## config.mk

```make
export PLATFORM = sky130hd
export DESIGN_NAME = length_prefixed_to_start_code_flat
export DESIGN_NICKNAME = d
export VERILOG_FILES = /design/src/hw/rtl/lp2sc_pkg.sv /design/src/hw/rtl/lp2sc_if.sv /design/src/hw/rtl/length_prefixed_to_start_code.sv /design/src/hw/rtl/lp2sc_queue.sv /design/src/hw/rtl/lp2sc_front.sv /design/src/hw/rtl/lp2sc_back.sv /design/src/flat_wrapper.sv
export SDC_FILE = /design/constraint.sdc
export NUM_CORES = 1
export LEC_CHECK = 0
export BUFFER_PORTS_ARGS = -buffer_cell sky130_fd_sc_hd__buf_4
export CORE_MARGIN = 2
export CORE_UTILIZATION = 40
export DETAILED_ROUTE_END_ITERATION = 8
export MAX_ROUTING_LAYER = met4
export PLACE_DENSITY_LB_ADDON = 0.08
export SETUP_SLACK_MARGIN = 0.3
export SYNTH_ARGS = -nofsm -noshare
export SYNTH_HDL_FRONTEND = slang
export SYNTH_SLANG_ARGS = --single-unit
```

## constraint.sdc

```tcl
create_clock -name clock -period 14.62 [get_ports clock]
set_input_delay 3.655 -clock clock [delete_from_list [all_inputs] [get_ports clock]]
set_output_delay 3.655 -clock clock [all_outputs]
set_load 0.02 [all_outputs]
```

## src/hw/rtl/lp2sc_pkg.sv

```systemverilog
package lp2sc_pkg;

   // fixed field widths
   localparam int BYTE_BITS        = 8;
   localparam int BUF_LEN_BITS     = 24;
   localparam int PREFIX_SIZE_BITS = 3;
   localparam int ACC_BITS         = 32;

   // buffer position counter width, default
   localparam int LENGTH_BITS_DEFAULT = 24;

   // prefix size register
   localparam logic [PREFIX_SIZE_BITS-1:0] PREFIX_SIZE_SHORT = 3'd3;
   localparam logic [PREFIX_SIZE_BITS-1:0] PREFIX_SIZE_RESET = 3'd4;

   // words held between front and back
   localparam int QUEUE_DEPTH = 2;

endpackage

```

## src/hw/rtl/lp2sc_if.sv

```systemverilog
interface lp2sc_req_if;
   logic                                  valid;
   logic                                  ready;
   logic [lp2sc_pkg::BYTE_BITS-1:0]       in_byte;
   logic                                  first_of_buffer;
   logic [lp2sc_pkg::BUF_LEN_BITS-1:0]    buffer_length;

   modport source (output valid, in_byte, first_of_buffer, buffer_length, input ready);
   modport sink   (input valid, in_byte, first_of_buffer, buffer_length, output ready);
endinterface

interface lp2sc_rsp_if;
   logic                                  valid;
   logic                                  ready;
   logic [lp2sc_pkg::BYTE_BITS-1:0]       out_byte;
   logic                                  written;
   logic                                  malformed;
   logic                                  end_of_buffer;

   modport source (output valid, out_byte, written, malformed, end_of_buffer, input ready);
   modport sink   (input valid, out_byte, written, malformed, end_of_buffer, output ready);
endinterface

interface lp2sc_csr_if;
   logic                                     valid;
   logic                                     ready;
   logic [lp2sc_pkg::PREFIX_SIZE_BITS-1:0]   prefix_size;

   modport source (output valid, prefix_size, input ready);
   modport sink   (input valid, prefix_size, output ready);
endinterface

```

## src/hw/rtl/length_prefixed_to_start_code.sv

```systemverilog
// Converts length-prefixed video units into start-code form, one word (byte) in and one
// word out per cycle, sustained while rsp_ch is ready. Each unit's big-endian length
// prefix of 3 or 4 bytes (csr prefix_size: 3 selects three, any other value four) comes
// out as zeros ending in a one; payload bytes pass unchanged. A unit whose length exceeds
// the bytes from its prefix start to its buffer end is flagged malformed on its last
// prefix byte and the rest of the buffer is left unwritten, as are trailing bytes too
// few for a prefix. first_of_buffer with buffer_length opens a buffer; bytes outside any
// buffer give an all-zero result. A word accepted into the queue is parsed into the
// result register once that register is free or draining, and is handed over from
// there; the rate is set by the single per-word parse update in the back end, which
// carries one byte's prefix, length and payload state each cycle. A two-word queue
// separates the front (buffer position tracking) from the back, and the result register
// takes a new word in the same cycle that the previous result is handed over.
// Write prefix_size only while the block holds no word in flight.
module length_prefixed_to_start_code #(
   parameter int LENGTH_BITS = lp2sc_pkg::LENGTH_BITS_DEFAULT
) (
   input  logic         clock,
   input  logic         reset,
   lp2sc_req_if.sink    req_ch,
   lp2sc_rsp_if.source  rsp_ch,
   lp2sc_csr_if.sink    csr_ch
);
   import lp2sc_pkg::*;

   localparam int WORD_BITS = BYTE_BITS + 1 + LENGTH_BITS;

   logic [PREFIX_SIZE_BITS-1:0] prefix_size_ff, prefix_size_in;
   logic                        push_valid;
   logic                        push_ready;
   logic [WORD_BITS-1:0]        push_data;
   logic                        head_valid;
   logic [WORD_BITS-1:0]        head_data;
   logic                        pop;

   // configuration: always ready, hold the last written size
   assign csr_ch.ready = 1'b1;

   always_comb begin
      prefix_size_in = prefix_size_ff;
      if (csr_ch.valid) begin
         prefix_size_in = csr_ch.prefix_size;
      end
   end

   always_ff @(posedge clock) begin
      if (reset) begin
         prefix_size_ff <= PREFIX_SIZE_RESET;
      end else begin
         prefix_size_ff <= prefix_size_in;
      end
   end

   // front: resolve each word's position in its buffer
   lp2sc_front #(
      .LENGTH_BITS (LENGTH_BITS)
   ) u_front (
      .clock      (clock),
      .reset      (reset),
      .req_ch     (req_ch),
      .push_valid (push_valid),
      .push_ready (push_ready),
      .push_data  (push_data)
   );

   // decouple front and back
   lp2sc_queue #(
      .DATA_BITS (WORD_BITS),
      .DEPTH     (QUEUE_DEPTH)
   ) u_queue (
      .clock      (clock),
      .reset      (reset),
      .push_valid (push_valid),
      .push_ready (push_ready),
      .push_data  (push_data),
      .head_valid (head_valid),
      .head_data  (head_data),
      .pop        (pop)
   );

   // back: parse prefixes and payload, drive the result register
   lp2sc_back #(
      .LENGTH_BITS (LENGTH_BITS)
   ) u_back (
      .clock       (clock),
      .reset       (reset),
      .prefix_size (prefix_size_ff),
      .head_valid  (head_valid),
      .head_data   (head_data),
      .pop         (pop),
      .rsp_ch      (rsp_ch)
   );

   // an unwritten word carries a zero byte
   a_unwritten_zero : assert property (@(posedge clock) disable iff (reset)
      (rsp_ch.valid && !rsp_ch.written) |-> (rsp_ch.out_byte == '0))
      else $error("unwritten word carries a non-zero byte");

   // a malformed flag only sits on the written start-code byte
   a_malformed_on_code : assert property (@(posedge clock) disable iff (reset)
      (rsp_ch.valid && rsp_ch.malformed) |->
         (rsp_ch.written && (rsp_ch.out_byte == BYTE_BITS'(1))))
      else $error("malformed flag away from a start-code byte");

   // no result straight out of reset
   a_reset_empty : assert property (@(posedge clock)
      $past(reset) |-> !rsp_ch.valid)
      else $error("result valid straight after reset");
endmodule

```

## src/hw/rtl/lp2sc_queue.sv

```systemverilog
module lp2sc_queue #(
   parameter int DATA_BITS = 8,
   parameter int DEPTH     = lp2sc_pkg::QUEUE_DEPTH
) (
   input  logic                 clock,
   input  logic                 reset,
   input  logic                 push_valid,
   output logic                 push_ready,
   input  logic [DATA_BITS-1:0] push_data,
   output logic                 head_valid,
   output logic [DATA_BITS-1:0] head_data,
   input  logic                 pop
);
   localparam int PTR_BITS   = (DEPTH > 1) ? $clog2(DEPTH) : 1;
   localparam int COUNT_BITS = $clog2(DEPTH + 1);

   logic [DATA_BITS-1:0]  slot_ff [DEPTH];
   logic [PTR_BITS-1:0]   wr_ptr_ff, wr_ptr_in;
   logic [PTR_BITS-1:0]   rd_ptr_ff, rd_ptr_in;
   logic [COUNT_BITS-1:0] count_ff, count_in;
   logic                  do_push;
   logic                  do_pop;

   assign push_ready = (count_ff != COUNT_BITS'(DEPTH));
   assign head_valid = (count_ff != '0);
   assign head_data  = slot_ff[rd_ptr_ff];
   assign do_push    = push_valid && push_ready;
   assign do_pop     = pop && head_valid;

   always_comb begin
      wr_ptr_in = wr_ptr_ff;
      rd_ptr_in = rd_ptr_ff;
      count_in  = count_ff;
      if (do_push) begin
         wr_ptr_in = (wr_ptr_ff == PTR_BITS'(DEPTH - 1)) ? '0 : wr_ptr_ff + 1'b1;
      end
      if (do_pop) begin
         rd_ptr_in = (rd_ptr_ff == PTR_BITS'(DEPTH - 1)) ? '0 : rd_ptr_ff + 1'b1;
      end
      if (do_push && !do_pop) begin
         count_in = count_ff + 1'b1;
      end else if (do_pop && !do_push) begin
         count_in = count_ff - 1'b1;
      end
   end

   always_ff @(posedge clock) begin
      if (reset) begin
         wr_ptr_ff <= '0;
         rd_ptr_ff <= '0;
         count_ff  <= '0;
      end else begin
         wr_ptr_ff <= wr_ptr_in;
         rd_ptr_ff <= rd_ptr_in;
         count_ff  <= count_in;
      end
   end

   always_ff @(posedge clock) begin
      if (do_push) begin
         slot_ff[wr_ptr_ff] <= push_data;
      end
   end
endmodule

```

## src/hw/rtl/lp2sc_front.sv

```systemverilog
module lp2sc_front #(
   parameter int LENGTH_BITS = lp2sc_pkg::LENGTH_BITS_DEFAULT
) (
   input  logic                                         clock,
   input  logic                                         reset,
   lp2sc_req_if.sink                                    req_ch,
   output logic                                         push_valid,
   input  logic                                         push_ready,
   output logic [lp2sc_pkg::BYTE_BITS+LENGTH_BITS:0]    push_data
);
   import lp2sc_pkg::*;

   localparam int LEN_IN_BITS = (LENGTH_BITS < BUF_LEN_BITS) ? LENGTH_BITS : BUF_LEN_BITS;

   logic [LENGTH_BITS-1:0] remaining_ff, remaining_in;
   logic [LENGTH_BITS-1:0] left;
   logic                   accept;

   assign req_ch.ready = push_ready;
   assign push_valid   = req_ch.valid;
   assign accept       = req_ch.valid && push_ready;

   // bytes of the buffer still to come, this one included
   assign left = req_ch.first_of_buffer
                 ? LENGTH_BITS'(req_ch.buffer_length[LEN_IN_BITS-1:0])
                 : remaining_ff;

   assign push_data = {req_ch.in_byte, req_ch.first_of_buffer, left};

   always_comb begin
      remaining_in = remaining_ff;
      if (accept) begin
         remaining_in = (left != '0) ? left - 1'b1 : left;
      end
   end

   always_ff @(posedge clock) begin
      if (reset) begin
         remaining_ff <= '0;
      end else begin
         remaining_ff <= remaining_in;
      end
   end
endmodule

```

## src/hw/rtl/lp2sc_back.sv

```systemverilog
module lp2sc_back #(
   parameter int LENGTH_BITS = lp2sc_pkg::LENGTH_BITS_DEFAULT
) (
   input  logic                                         clock,
   input  logic                                         reset,
   input  logic [lp2sc_pkg::PREFIX_SIZE_BITS-1:0]       prefix_size,
   input  logic                                         head_valid,
   input  logic [lp2sc_pkg::BYTE_BITS+LENGTH_BITS:0]    head_data,
   output logic                                         pop,
   lp2sc_rsp_if.source                                  rsp_ch
);
   import lp2sc_pkg::*;

   localparam logic [1:0] PH_PREFIX  = 2'd0;
   localparam logic [1:0] PH_PAYLOAD = 2'd1;
   localparam logic [1:0] PH_TAIL    = 2'd2;

   localparam int CMP_BITS = ACC_BITS + 1;

   logic [BYTE_BITS-1:0]   hd_byte;
   logic                   hd_first;
   logic [LENGTH_BITS-1:0] hd_left;

   logic [1:0]             phase_ff, phase_in;
   logic [1:0]             idx_ff, idx_in;
   logic [ACC_BITS-1:0]    acc_ff, acc_in;
   logic [LENGTH_BITS-1:0] pay_left_ff, pay_left_in;
   logic                   stopped_ff, stopped_in;

   logic [1:0]             ph_cur;
   logic [1:0]             idx_cur;
   logic [ACC_BITS-1:0]    acc_cur;
   logic [ACC_BITS-1:0]    acc_next;
   logic [LENGTH_BITS-1:0] pay_cur;
   logic [LENGTH_BITS-1:0] pay_dec;
   logic                   stp_cur;
   logic [1:0]             last_idx;
   logic                   too_short;
   logic [CMP_BITS-1:0]    from_start;

   logic                   out_valid_ff;
   logic [BYTE_BITS-1:0]   out_byte_ff, out_byte_in;
   logic                   written_ff, written_in;
   logic                   malformed_ff, malformed_in;
   logic                   eob_ff, eob_in;

   assign {hd_byte, hd_first, hd_left} = head_data;

   // take the next word whenever the result register is free or draining
   assign pop = head_valid && (!out_valid_ff || rsp_ch.ready);

   // a new buffer restarts parsing
   assign ph_cur  = hd_first ? PH_PREFIX : phase_ff;
   assign idx_cur = hd_first ? 2'd0 : idx_ff;
   assign acc_cur = hd_first ? '0 : acc_ff;
   assign pay_cur = hd_first ? '0 : pay_left_ff;
   assign stp_cur = hd_first ? 1'b0 : stopped_ff;

   assign last_idx   = (prefix_size == PREFIX_SIZE_SHORT) ? 2'd2 : 2'd3;
   assign too_short  = (prefix_size == PREFIX_SIZE_SHORT) ? (hd_left < LENGTH_BITS'(3))
                                                          : (hd_left < LENGTH_BITS'(4));
   assign acc_next   = {acc_cur[ACC_BITS-BYTE_BITS-1:0], hd_byte};
   assign from_start = CMP_BITS'(hd_left) + CMP_BITS'(idx_cur);
   assign pay_dec    = pay_cur - 1'b1;

   always_comb begin
      phase_in     = ph_cur;
      idx_in       = idx_cur;
      acc_in       = acc_cur;
      pay_left_in  = pay_cur;
      stopped_in   = stp_cur;
      out_byte_in  = '0;
      written_in   = 1'b0;
      malformed_in = 1'b0;
      eob_in       = (hd_left == LENGTH_BITS'(1));
      if ((hd_left != '0) && !stp_cur) begin
         if ((ph_cur == PH_PREFIX) && (idx_cur == 2'd0) && too_short) begin
            phase_in = PH_TAIL;
         end else begin
            unique case (ph_cur)
               PH_PREFIX: begin
                  written_in = 1'b1;
                  if (idx_cur >= last_idx) begin
                     out_byte_in = BYTE_BITS'(1);
                     idx_in      = 2'd0;
                     acc_in      = '0;
                     if ({1'b0, acc_next} > from_start) begin
                        malformed_in = 1'b1;
                        stopped_in   = 1'b1;
                     end else begin
                        pay_left_in = acc_next[LENGTH_BITS-1:0];
                        phase_in    = (acc_next[LENGTH_BITS-1:0] != '0) ? PH_PAYLOAD
                                                                          : PH_PREFIX;
                     end
                  end else begin
                     acc_in = acc_next;
                     idx_in = idx_cur + 1'b1;
                  end
               end
               PH_PAYLOAD: begin
                  out_byte_in = hd_byte;
                  written_in  = 1'b1;
                  pay_left_in = pay_dec;
                  if (pay_dec == '0) begin
                     phase_in = PH_PREFIX;
                     idx_in   = 2'd0;
                  end
               end
               default: begin
                  phase_in = ph_cur;
               end
            endcase
         end
      end
   end

   always_ff @(posedge clock) begin
      if (reset) begin
         phase_ff     <= PH_PREFIX;
         idx_ff       <= '0;
         acc_ff       <= '0;
         pay_left_ff  <= '0;
         stopped_ff   <= 1'b0;
         out_valid_ff <= 1'b0;
      end else begin
         if (pop) begin
            phase_ff     <= phase_in;
            idx_ff       <= idx_in;
            acc_ff       <= acc_in;
            pay_left_ff  <= pay_left_in;
            stopped_ff   <= stopped_in;
            out_valid_ff <= 1'b1;
         end else if (rsp_ch.ready) begin
            out_valid_ff <= 1'b0;
         end
      end
   end

   always_ff @(posedge clock) begin
      if (pop) begin
         out_byte_ff  <= out_byte_in;
         written_ff   <= written_in;
         malformed_ff <= malformed_in;
         eob_ff       <= eob_in;
      end
   end

   assign rsp_ch.valid         = out_valid_ff;
   assign rsp_ch.out_byte      = out_byte_ff;
   assign rsp_ch.written       = written_ff;
   assign rsp_ch.malformed     = malformed_ff;
   assign rsp_ch.end_of_buffer = eob_ff;
endmodule

```

## src/flat_wrapper.sv

```systemverilog
// flat-port wrapper written by rule: the top's interface ports become plain ports
module length_prefixed_to_start_code_flat import lp2sc_pkg::*;
#(
   parameter int LENGTH_BITS = lp2sc_pkg::LENGTH_BITS_DEFAULT
)
  (clock, reset, req_ch_valid, req_ch_in_byte, req_ch_first_of_buffer, req_ch_buffer_length, req_ch_ready, rsp_ch_valid, rsp_ch_out_byte, rsp_ch_written, rsp_ch_malformed, rsp_ch_end_of_buffer, rsp_ch_ready, csr_ch_valid, csr_ch_prefix_size, csr_ch_ready);
  lp2sc_req_if req_ch_i ();
  lp2sc_rsp_if rsp_ch_i ();
  lp2sc_csr_if csr_ch_i ();
  input  logic clock;
  input  logic reset;
  input wire logic [$bits(req_ch_i.valid)-1:0] req_ch_valid;
  input wire logic [$bits(req_ch_i.in_byte)-1:0] req_ch_in_byte;
  input wire logic [$bits(req_ch_i.first_of_buffer)-1:0] req_ch_first_of_buffer;
  input wire logic [$bits(req_ch_i.buffer_length)-1:0] req_ch_buffer_length;
  output wire logic [$bits(req_ch_i.ready)-1:0] req_ch_ready;
  output wire logic [$bits(rsp_ch_i.valid)-1:0] rsp_ch_valid;
  output wire logic [$bits(rsp_ch_i.out_byte)-1:0] rsp_ch_out_byte;
  output wire logic [$bits(rsp_ch_i.written)-1:0] rsp_ch_written;
  output wire logic [$bits(rsp_ch_i.malformed)-1:0] rsp_ch_malformed;
  output wire logic [$bits(rsp_ch_i.end_of_buffer)-1:0] rsp_ch_end_of_buffer;
  input wire logic [$bits(rsp_ch_i.ready)-1:0] rsp_ch_ready;
  input wire logic [$bits(csr_ch_i.valid)-1:0] csr_ch_valid;
  input wire logic [$bits(csr_ch_i.prefix_size)-1:0] csr_ch_prefix_size;
  output wire logic [$bits(csr_ch_i.ready)-1:0] csr_ch_ready;
  assign req_ch_i.valid = req_ch_valid;
  assign req_ch_i.in_byte = req_ch_in_byte;
  assign req_ch_i.first_of_buffer = req_ch_first_of_buffer;
  assign req_ch_i.buffer_length = req_ch_buffer_length;
  assign req_ch_ready = req_ch_i.ready;
  assign rsp_ch_valid = rsp_ch_i.valid;
  assign rsp_ch_out_byte = rsp_ch_i.out_byte;
  assign rsp_ch_written = rsp_ch_i.written;
  assign rsp_ch_malformed = rsp_ch_i.malformed;
  assign rsp_ch_end_of_buffer = rsp_ch_i.end_of_buffer;
  assign rsp_ch_i.ready = rsp_ch_ready;
  assign csr_ch_i.valid = csr_ch_valid;
  assign csr_ch_i.prefix_size = csr_ch_prefix_size;
  assign csr_ch_ready = csr_ch_i.ready;
  length_prefixed_to_start_code #(.LENGTH_BITS(LENGTH_BITS)) u_core (.clock(clock), .reset(reset), .req_ch(req_ch_i), .rsp_ch(rsp_ch_i), .csr_ch(csr_ch_i));
endmodule
```

Word-level counts from Yosys, hierarchy flattened
Memory sizes are Yosys's and may differ from the RTL's. A register that Yosys moved wholly into a read port is not among the register bits.
Cells that the tools add are included.
- register bits after elaboration: 104
- latch bits: 0
- RAM bits: 66
- ROM bits: 0
- output and inout bits: 14
- memories: 1
- memory list (name ; words ; bits a word ; read ports ; clocked after memory_dff ; write ports ; line ; text):
    u_core.u_queue.slot_ff ; 2 ; 33 ; 1 ; 1 ; 1 ; lp2sc_queue.sv:17 ; logic [DATA_BITS-1:0] slot_ff [DEPTH];
- $add $sub $neg: 8
- multipliers: 0
- divide/modulo/power cells: 0
- $lt $le $gt $ge: 4
- eq/ne operators: 4
- shifts and indexed selects: 0
- mux-type cells: 49
- bitwise operators: 3
- reductions and logical operators: 25
- operators with widths (kind ; count):
    $mux 24 ; 7
    $mux 32 ; 5
    $reduce_bool 24->1 ; 3
    $pmux 24 s2 ; 1
    $sub 24x1->24 const B ; 2
    $gt 32x25->1 ; 1
    $mux 2 ; 13
    $add 24x2->25 ; 1
    $eq 24x1->1 const B ; 1
    $logic_not 24->1 ; 1
    $lt 24x2->1 const B ; 1
    $lt 24x3->1 const B ; 1
    $mux 1 ; 20
    $pmux 8 s2 ; 1
    $logic_and 1x1->1 ; 8
    $pmux 2 s2 ; 2
    $reduce_bool 2->1 ; 3
    $add 2x1->2 const B ; 2
    $logic_not 1->1 ; 4
    $logic_not 2->1 ; 2
    $reduce_or 2->1 ; 2
    $reduce_or 4->1 ; 1
    $eq 3x2->1 const B ; 1
    $not 1->1 ; 3
    other kinds (6) ; 7

Logic depth before layout (Yosys ltp)
Gate-level depths: netlist of run 1.
- word-level depth: 8
- gate-level depth with buffers: 27
- depth with buffers taken out: 21

By module
Synthesis of run 1 repeated with hierarchy kept, for this count alone.
- cell total of the unflattened synthesis: 1116
- area, all modules: 10402.5 um^2
- modules (own cells, without submodules) (module ; instances ; cells an instance ; area each (um^2)):
    lp2sc_back ; 1 ; 718 ; 5645.4
    lp2sc_queue ; 1 ; 127 ; 2596.2
    lp2sc_front ; 1 ; 260 ; 2047.0
    length_prefixed_to_start_code ; 1 ; 11 ; 113.9

Least setup slack after synthesis of run 1
No wires, ideal clock.
- path type: input port to flip-flop
- start: input req_ch_first_of_buffer
- end: register u_core.u_front.remaining_ff[20]
- arrival time: 5.931 ns
- data required time: 14.549 ns
- path slack: 8.618 ns
- stages on the path: 12
- path buffers: 4
- cells stage by stage: buf_2 > buf_1 > mux2i_1 > ha_1 > and4b_1 > and2_1 > buf_6 > buf_6 > nor4_1 > xor2_1 > nand2_1 > a21oi_1
- cells in the longest elaborated chain, start to end: 3
- RTL lines (item ; line ; text):
    start: declaration ; flat_wrapper.sv:14 ; input wire logic [$bits(req_ch_i.first_of_buffer)-1:0] req_ch_first_of_buffer;
    $mux 24 * ; lp2sc_front.sv:25 ; ? LENGTH_BITS'(req_ch.buffer_length[LEN_IN_BITS-1:0])
    $sub 24x1->24 or $reduce_bool 24->1 (tied branches) ; lp2sc_front.sv:33 ; remaining_in = (left != '0) ? left - 1'b1 : left;
    $mux 24 * ; lp2sc_front.sv:33 ;
    end signal: assignment ; lp2sc_front.sv:41 ; remaining_ff <= remaining_in;
    end: declaration ; lp2sc_front.sv:15 ; logic [LENGTH_BITS-1:0] remaining_ff, remaining_in;
Every way passes the cells marked *; elsewhere a longest branch is shown, timed or not.
A chain may end at the register's enable or synchronous reset.

==> results of run 1 <==
## power by group through the flow
stage / registers (mW) / logic, mW / clock network [mW]
after global placement: 0.662 / 0.837 / 0
after floorplan: 0.640 / 0.623 / 0
final: 0.653 / 0.844 / 0.430
after detailed placement: 0.662 / 0.838 / 0
after global routing: 0.664 / 0.933 / 0.458
after CTS: 0.652 / 0.842 / 0.438
## final cells by class
| class | count | area share [%] |
|---|---|---|
| Inverter | 26 | 0.888 |
| Multi-Input combinational cell | 806 | 49.1 |
| Sequential cell | 163 | 36.7 |
| Tap cell | 324 | 3.69 |
| Clock buffer | 19 | 4.12 |
| Clock inverter | 13 | 0.944 |
| Timing Repair Buffer | 67 | 4.57 |
## through the flow
step	cell area, µm²	hold WS [ps]	util, %
after floorplan	9790	429	-
after global placement	10400	441	43.2
after detailed placement	10400	449	43.2
after CTS	11000	459	45.5
after global routing	11000	472	45.5
final	11000	454	45.5
## registers in the layout, indices dropped and copies added (netlist names), named ones only
| register | cells |
|---|---|
| u_core.u_queue.wr_ptr_ff | 1 |
| u_core.u_back.stopped_ff | 1 |
| u_core.u_back.rsp_ch.valid | 1 |
| u_core.u_back.rsp_ch.out_byte | 8 |
| u_core.u_front.remaining_ff | 24 |
| u_core.u_back.rsp_ch.written | 1 |
| u_core.prefix_size_ff | 3 |
| u_core.u_back.acc_ff | 24 |
| u_core.u_back.phase_ff | 2 |
| u_core.u_back.idx_ff | 2 |
| u_core.u_queue.slot_ff | 66 |
| u_core.u_queue.rd_ptr_ff | 1 |
| u_core.u_back.rsp_ch.end_of_buffer | 1 |
| u_core.u_back.pay_left_ff | 24 |
| u_core.u_back.rsp_ch.malformed | 1 |
| u_core.u_queue.count_ff | 2 |
## layer usage
layer	routed length (µm)	vias to the layer above	global-route usage, %	part of all wire (%)
met1	12300	3881	28.1	45
met2	13400	209	37.1	49
met3	1120	53	3.69	4.1
met4	736	0	7.53	2.7
met5	0	-	-	0
li1	-	3973	-	-
## kinds of logic after synthesis
logic type / after synthesis
AOI/OAI and AO/OA: 234
xor gates and xnor gates: 52
adders and majority gates: 34
buffers and inverters: 84
DFF: 163
muxes: 69
other: 1
and+or+nand+nor: 416
## final timing paths
check,from,to,slack [ps],cells past startpoint
hold reg to reg,u_core.u_front.remaining_ff[5],u_core.u_front.remaining_ff[5],450,2
setup reg to reg,flop,u_core.u_back.pay_left_ff[15],8190,23
setup / recovery,flop,u_core.u_back.pay_left_ff[15],8190,23
hold / removal,u_core.u_front.remaining_ff[5],u_core.u_front.remaining_ff[5],450,2
## worst min-delay path: cells and delay by family, from the launching register on
| kind | cells | cell delay, ps |
|---|---|---|
| AND/OR/NAND/NOR | 1 | 50 |
| flip-flops | 1 | 310 |
| AO/OA/AOI/OAI | 1 | 50 |
## synth_stat cells, drive strengths merged (5+ instances only)
master and number:
o211ai 9, o22ai 5, or3b 6, a211oi 11
mux2 27, edfxtp 77, clkbuf 38, nand3 35
nor3 29, a21o 7, nand2 101, a21oi 63
ha 34, o2bb2ai 7, nand3b 6, mux2i 42
and2 28, xnor2 32, or3 14, inv 25
and3 17, buf 20, o221ai 5, nand4 15
a32oi 5, nand2b 11, a31oi 11, nor4 27
o31ai 6, dfxtp 86, o21ai 42, a22oi 28
xor2 20, nor2 102, a311oi 6
==> metrics.md, run 1 <==
| Metric | Value |
|---|---|
| Effective utilization at floorplan | `40.5%` |
| Final hold vios | `0` |
| Drt wl/cell | `19.4 µm` |
| Leakage Power | `4.19 nW` |
| Clock Path Buffers | `2` |
| DR vias | `8116` |
| Synth Area in XOR/XNOR | `4.65%` |
| Required time worst endpoint | `14970 ps` |
| Filler cell count in the final layout | `2364` |
| Simple-Gate Fraction of Synth Area | `21.6%` |
| Switching power total | `0.814 mW` |
| Instance count of the mapped netlist | `1053` |
| Synth area leaders | `edfxtp_1 24%, dfxtp_1 18%, ha_1 4.3%` |
| Gp weighted congestion | `0.916` |
| P_int | `1.11 mW` |
| # hold bufs at CTS | `0` |
| Multi-input gate area | `5400 µm²` |
| Die X | `160 µm` |
| Final Power | `1.93 mW` |
| Adder-Cell Fraction of Synth Area | `4.34%` |
| Final wirelength | `27.6 mm` |
| Gate power share | `43.8%` |
| Mapped Nets | `1128` |
| Antenna viol nets, final | `0` |
| Clock skew | `14.0 ps` |
| Die height | `160 µm` |
| Most used DFF post-synth | `dfxtp_1` |
| Commonest cells after routing, fill and taps aside | `101 x nand2_1, 101 x nor2_1, 85 x dfxtp_1` |
| Max_cap viols | `0` |
| Ys async rst share | `0%` |
| Crit-path cells | `buf_4 > mux2i_4 > buf_4 > nand2_1 > inv_1 > ha_1 > o211ai_1 > a2111oi_4 > nand2_1 > nor2_1 > nand2_1 > nor4_1 > xor2_1 > ha_1 > and3_1 > a221o_1 > a211oi_1 > and3_1 > a221oi_4 > buf_4 > nor2b_1 > a211oi_1 > nor3_1` |
| Mux contribution to synthesized area | `7.48%` |
| Avg Inst Size Synth | `9.30 µm²` |
| Crit Path Class | `reg -> reg` |
| Clock-pin slew on the worst setup and hold paths | `70 ps` |
| Sequential cell area | `4040 µm²` |
| Final min period | `6430 ps` |
| H-tree levels | `4` |
| Finished Layout Cells | `1418` |
| Status | `completed` |
| Compound-gate portion of the synthesized area | `16.8%` |
| Core footprint | `24200 µm²` |
| DP HPWL | `20.0 mm` |
| Post-synthesis cell type count | `84` |
| Yosys reg bits | `163` |
| Number of CTS-inserted buffers | `17` |
| Clock network power share | `22.3%` |
| Number of synthesized flops with an enable pin | `77` |
| Dpl cells | `1386` |
| Total Neg Setup Slack | `0 ps` |
| Sw Share | `42.3%` |
| Vias per cell | `5.72` |
| Crit path DAT | `6780 ps` |
| Synth Warn # | `0` |
| Reg power frac | `33.9%` |
| Fmax | `0.156 GHz` |
| Diodes inserted | `0` |
| Die area | `25700 µm²` |
| Clock root buffer | `clkbuf_16` |
| Largest net degree at the start of global routing | `65` |
| Worst-Margin Slew | `752 ps` |
| Number of global-route vias before repair | `7915` |
| RSZ-0062 raised after global routing | `false` |
| Slew Viols, Final | `0` |
| Initial antenna violation count | `0` |
| Remaining DRCs | `0` |
| CP Max Fanout | `53` |
| Synth top area share | `23.6%` |
| Global route total overflow | `0` |
| CP endpoint kind | `flop` |
| Post-Syn Area | `9790 µm²` |
| FP Rows | `57` |
| Setup ws final | `8190 ps` |
| Rel. slew slack | `49.9%` |
| DP Worst Slack | `7930 ps` |
| Gr usage total | `22.5%` |
| Worst path max stage delay | `550 ps` |
| Worst path slowest cell | `buf_4` |
| Max IR drop VDD | `0.000104 V` |
| Worst path bufs/invs | `4` |
| Post-CTS Setup Bufs | `0` |
| Fin nets | `1156` |
| Iteration count of the initial detailed-routing pass | `5` |
| TritonCTS clock tree | `yes` |
| First-pass GRT wire length | `44.3 mm` |
| Fin crit share | `44.0%` |
| Final Setup Violations | `0` |
| Startpoint types | `flop` |
| Worst path top cell family by delay | `simple AND/OR/NAND/NOR gates` |
| # IOs | `55` |
| Largest family of logic cells by synthesized area | `simple AND/OR/NAND/NOR gates` |
| Seq/Total Area, Yosys | `41.2%` |
| Power density over the cells | `175 nW/µm²` |
| Hold Path Class | `reg -> reg` |
| Layout cells sized above 1 | `13.5%` |
| Clock tree sinks | `163` |
| Initial DRC count | `591` |
| Worst-Skew Late Latency | `440 ps` |
| I/O Buffers | `53` |
| Largest area contributor in the netlist | `edfxtp_1` |
| Layout area overhead | `12.3%` |
| CTS resizes | `0` |
Note: power is estimated with default switching activity, not from simulation.
==> inputs of run 2 (changes only) <==
- clock period: 14.62 -> 5.8 ns (I/O delays scaled with it)
==> metrics.md, run 2 (synthesis gave the netlist of run 1 again) <==
| Metric | Value |
|---|---|
| Effective utilization at floorplan | `40.5% (unchanged)` |
| Hold Path Class | `reg -> reg` |
| Rel. slew slack | `36.6% (-13 points)` |
| Crit-path cells | `buf_4 > mux2_2 > ha_1 > o211ai_1 > a2111oi_4 > nand2_1 > nor2_1 > nand2_1 > nor4_1 > xor2_1 > ha_1 > and3_1 > a221o_1 > a211oi_1 > and3_1 > a221oi_4 > buf_4 > a21o_1 > and2_4 > a221o_1` |
| Die X | `160 µm (unchanged)` |
| Antenna viol nets, final | `0 (unchanged)` |
| Crit path DAT | `5410 ps (-1370 ps)` |
| # hold bufs at CTS | `0 (unchanged)` |
| Initial antenna violation count | `0 (unchanged)` |
| Clock root buffer | `clkbuf_16` |
| Worst path max stage delay | `450 ps (-100 ps)` |
| Top reg by flops | `u_core.u_queue.slot_ff` |
| Layout area overhead | `13.5%` |
| Hold_ws | `449 ps (-4.72 ps)` |
| DP HPWL | `20.2 mm (+1.2%)` |
| Die area | `25700 µm² (unchanged)` |
| Total Neg Setup Slack | `0 ps (unchanged)` |
| Max IR drop VDD | `0.000188 V (+80%)` |
| Gp weighted congestion | `0.900 (-1.8%)` |
| Fmax | `0.196 GHz (+26%)` |
| Vias per cell | `5.70 (-0.41%)` |
| Slew Viols, Final | `0 (unchanged)` |
| Setup ws final | `710 ps (-7480 ps)` |
| Clock-pin slew on the worst setup and hold paths | `70 ps (about the same)` |
| Crit Path Class | `reg -> reg` |
| Clock tree sinks | `163 (unchanged)` |
| Final wirelength | `27.4 mm (-0.55%)` |
| Max_cap viols | `0 (unchanged)` |
| I/O Buffers | `53 (unchanged)` |
| Final min period | `5090 ps (-1340 ps)` |
| Clock Path Buffers | `2 (unchanged)` |
| Number of CTS-inserted buffers | `17 (unchanged)` |
| Dpl cells | `1386 (unchanged)` |
| Gr usage total | `22.3% (-0.20 points)` |
| Filler cell count in the final layout | `2323 (-1.7%)` |
| Clock skew | `9.35 ps (-4.67 ps)` |
| Worst path slowest cell | `dfxtp_2` |
| CP Max Fanout | `14 (-74%)` |
| Leakage Power | `4.26 nW (+1.6%)` |
| Iteration count of the initial detailed-routing pass | `7 (+2)` |
| Core footprint | `24200 µm² (unchanged)` |
| Power density over the cells | `449 nW/µm² (+160%)` |
| Fin crit share | `87.8% (+44 points)` |
| Number of global-route vias before repair | `7949 (+0.43%)` |
| Finished Layout Cells | `1423 (+0.35%)` |
| Final Setup Violations | `0 (unchanged)` |
| Layout cells sized above 1 | `13.9% (+0.39 points)` |
| Remaining DRCs | `0 (unchanged)` |
| DR vias | `8111 (-0.062%)` |
| Required time worst endpoint | `6120 ps (-8850 ps)` |
| Die height | `160 µm (unchanged)` |
| Diodes inserted | `0 (unchanged)` |
| Hold Path Origin | `u_core.u_front.remaining_ff[1]` |
| Worst-Margin Slew | `948 ps (+196 ps)` |
| RSZ-0062 raised after global routing | `true` |
| Status | `completed` |
| Commonest cells after routing, fill and taps aside | `101 x nand2_1, 101 x nor2_1, 85 x dfxtp_1` |
| Initial DRC count | `588 (-0.51%)` |
| Worst path top cell family by delay | `compound AO/OA/AOI/OAI gates` |
| CP endpoint kind | `flop` |
| Max reg flops | `66 (unchanged)` |
| Layout Utilization | `46.0% (+0.48 points)` |
| Fin nets | `1161 (+0.43%)` |
| DP Worst Slack | `501 ps (-7430 ps)` |
| Global route total overflow | `0 (unchanged)` |
| Worst path bufs/invs | `2 (-2)` |
| Worst-Skew Late Latency | `430 ps (about the same)` |
| TritonCTS clock tree | `yes` |
| First-pass GRT wire length | `44.0 mm (-0.65%)` |
| FP Rows | `57 (unchanged)` |
| H-tree levels | `4 (unchanged)` |
| # IOs | `55 (unchanged)` |
| Final hold vios | `0 (unchanged)` |
| Drt wl/cell | `19.3 µm (-0.90%)` |
| Startpoint types | `flop` |
| Largest net degree at the start of global routing | `65 (unchanged)` |
run 2: worst register-to-register path, cell delays in order (launching register included):
cell and delay, ps:
dfxtp_2 450, buf_4 260, mux2_2 240, ha_1 200, o211ai_1 180, a2111oi_4 440, nand2_1 140, nor2_1 150
nand2_1 120, nor4_1 240, xor2_1 180, ha_1 250, and3_1 190, a221o_1 320, a211oi_1 320, and3_1 260
a221oi_4 90, buf_4 200, a21o_1 210, and2_4 200, a221o_1 330
run 2: stage by stage:
stage | power [mW] | instance area (µm²)
6_report | 4.99 | 11100
5_1_grt | 5.32 | 11100
4_1_cts | 5.00 | 11100
3_5_place_dp | 3.80 | 10400
3_3_place_gp | 3.80 | 10400
2_1_floorplan | 3.18 | 9790
run 2: area by class of cell:
type / instances / area [µm²] / area share, %
multi-input cells: 806 / 5400 / 48.6
flip-flops and latches: 163 / 4040 / 36.3
repair buffers: 72 / 541 / 4.86
clock buffers: 20 / 489 / 4.40
well taps: 324 / 405 / 3.65
clock inverters: 12 / 140 / 1.26
inverters: 26 / 97.6 / 0.878
run 2: routing by layer:
| metal | GRT usage, % | vias to the layer above | wire (µm) |
|---|---|---|---|
| met5 | - | - | 0 |
| met4 | 9.05 | 0 | 873 |
| met3 | 2.92 | 49 | 964 |
| met2 | 36.8 | 209 | 13300 |
| met1 | 27.7 | 3864 | 12300 |
| li1 | - | 3989 | - |
run 2: path summary, 6_finish.rpt:
path | to | slack, ps | depth (start not counted)
setup / recovery | u_core.u_back.pay_left_ff[17] | 710 | 20
hold / removal | u_core.u_front.remaining_ff[1] | 450 | 2
setup reg to reg | u_core.u_back.pay_left_ff[17] | 710 | 20
hold reg to reg | u_core.u_front.remaining_ff[1] | 450 | 2
run 2: where the power goes:
| group | total [mW] | switching, mW | leakage (nW) | internal (mW) |
|---|---|---|---|---|
| clock network | 1.20 | 0.491 | 0.313 | 0.705 |
| logic | 2.13 | 1.35 | 2.51 | 0.785 |
| registers | 1.66 | 0.211 | 1.43 | 1.45 |
| total | 4.99 | 2.05 | 4.26 | 2.94 |
run 2: repair_timing:
item | 4_1_cts | 5_1_grt
endpoints found under the setup margin | 0 | 17
setup buffers | 0 | 5
gates resized for setup | 0 | 1
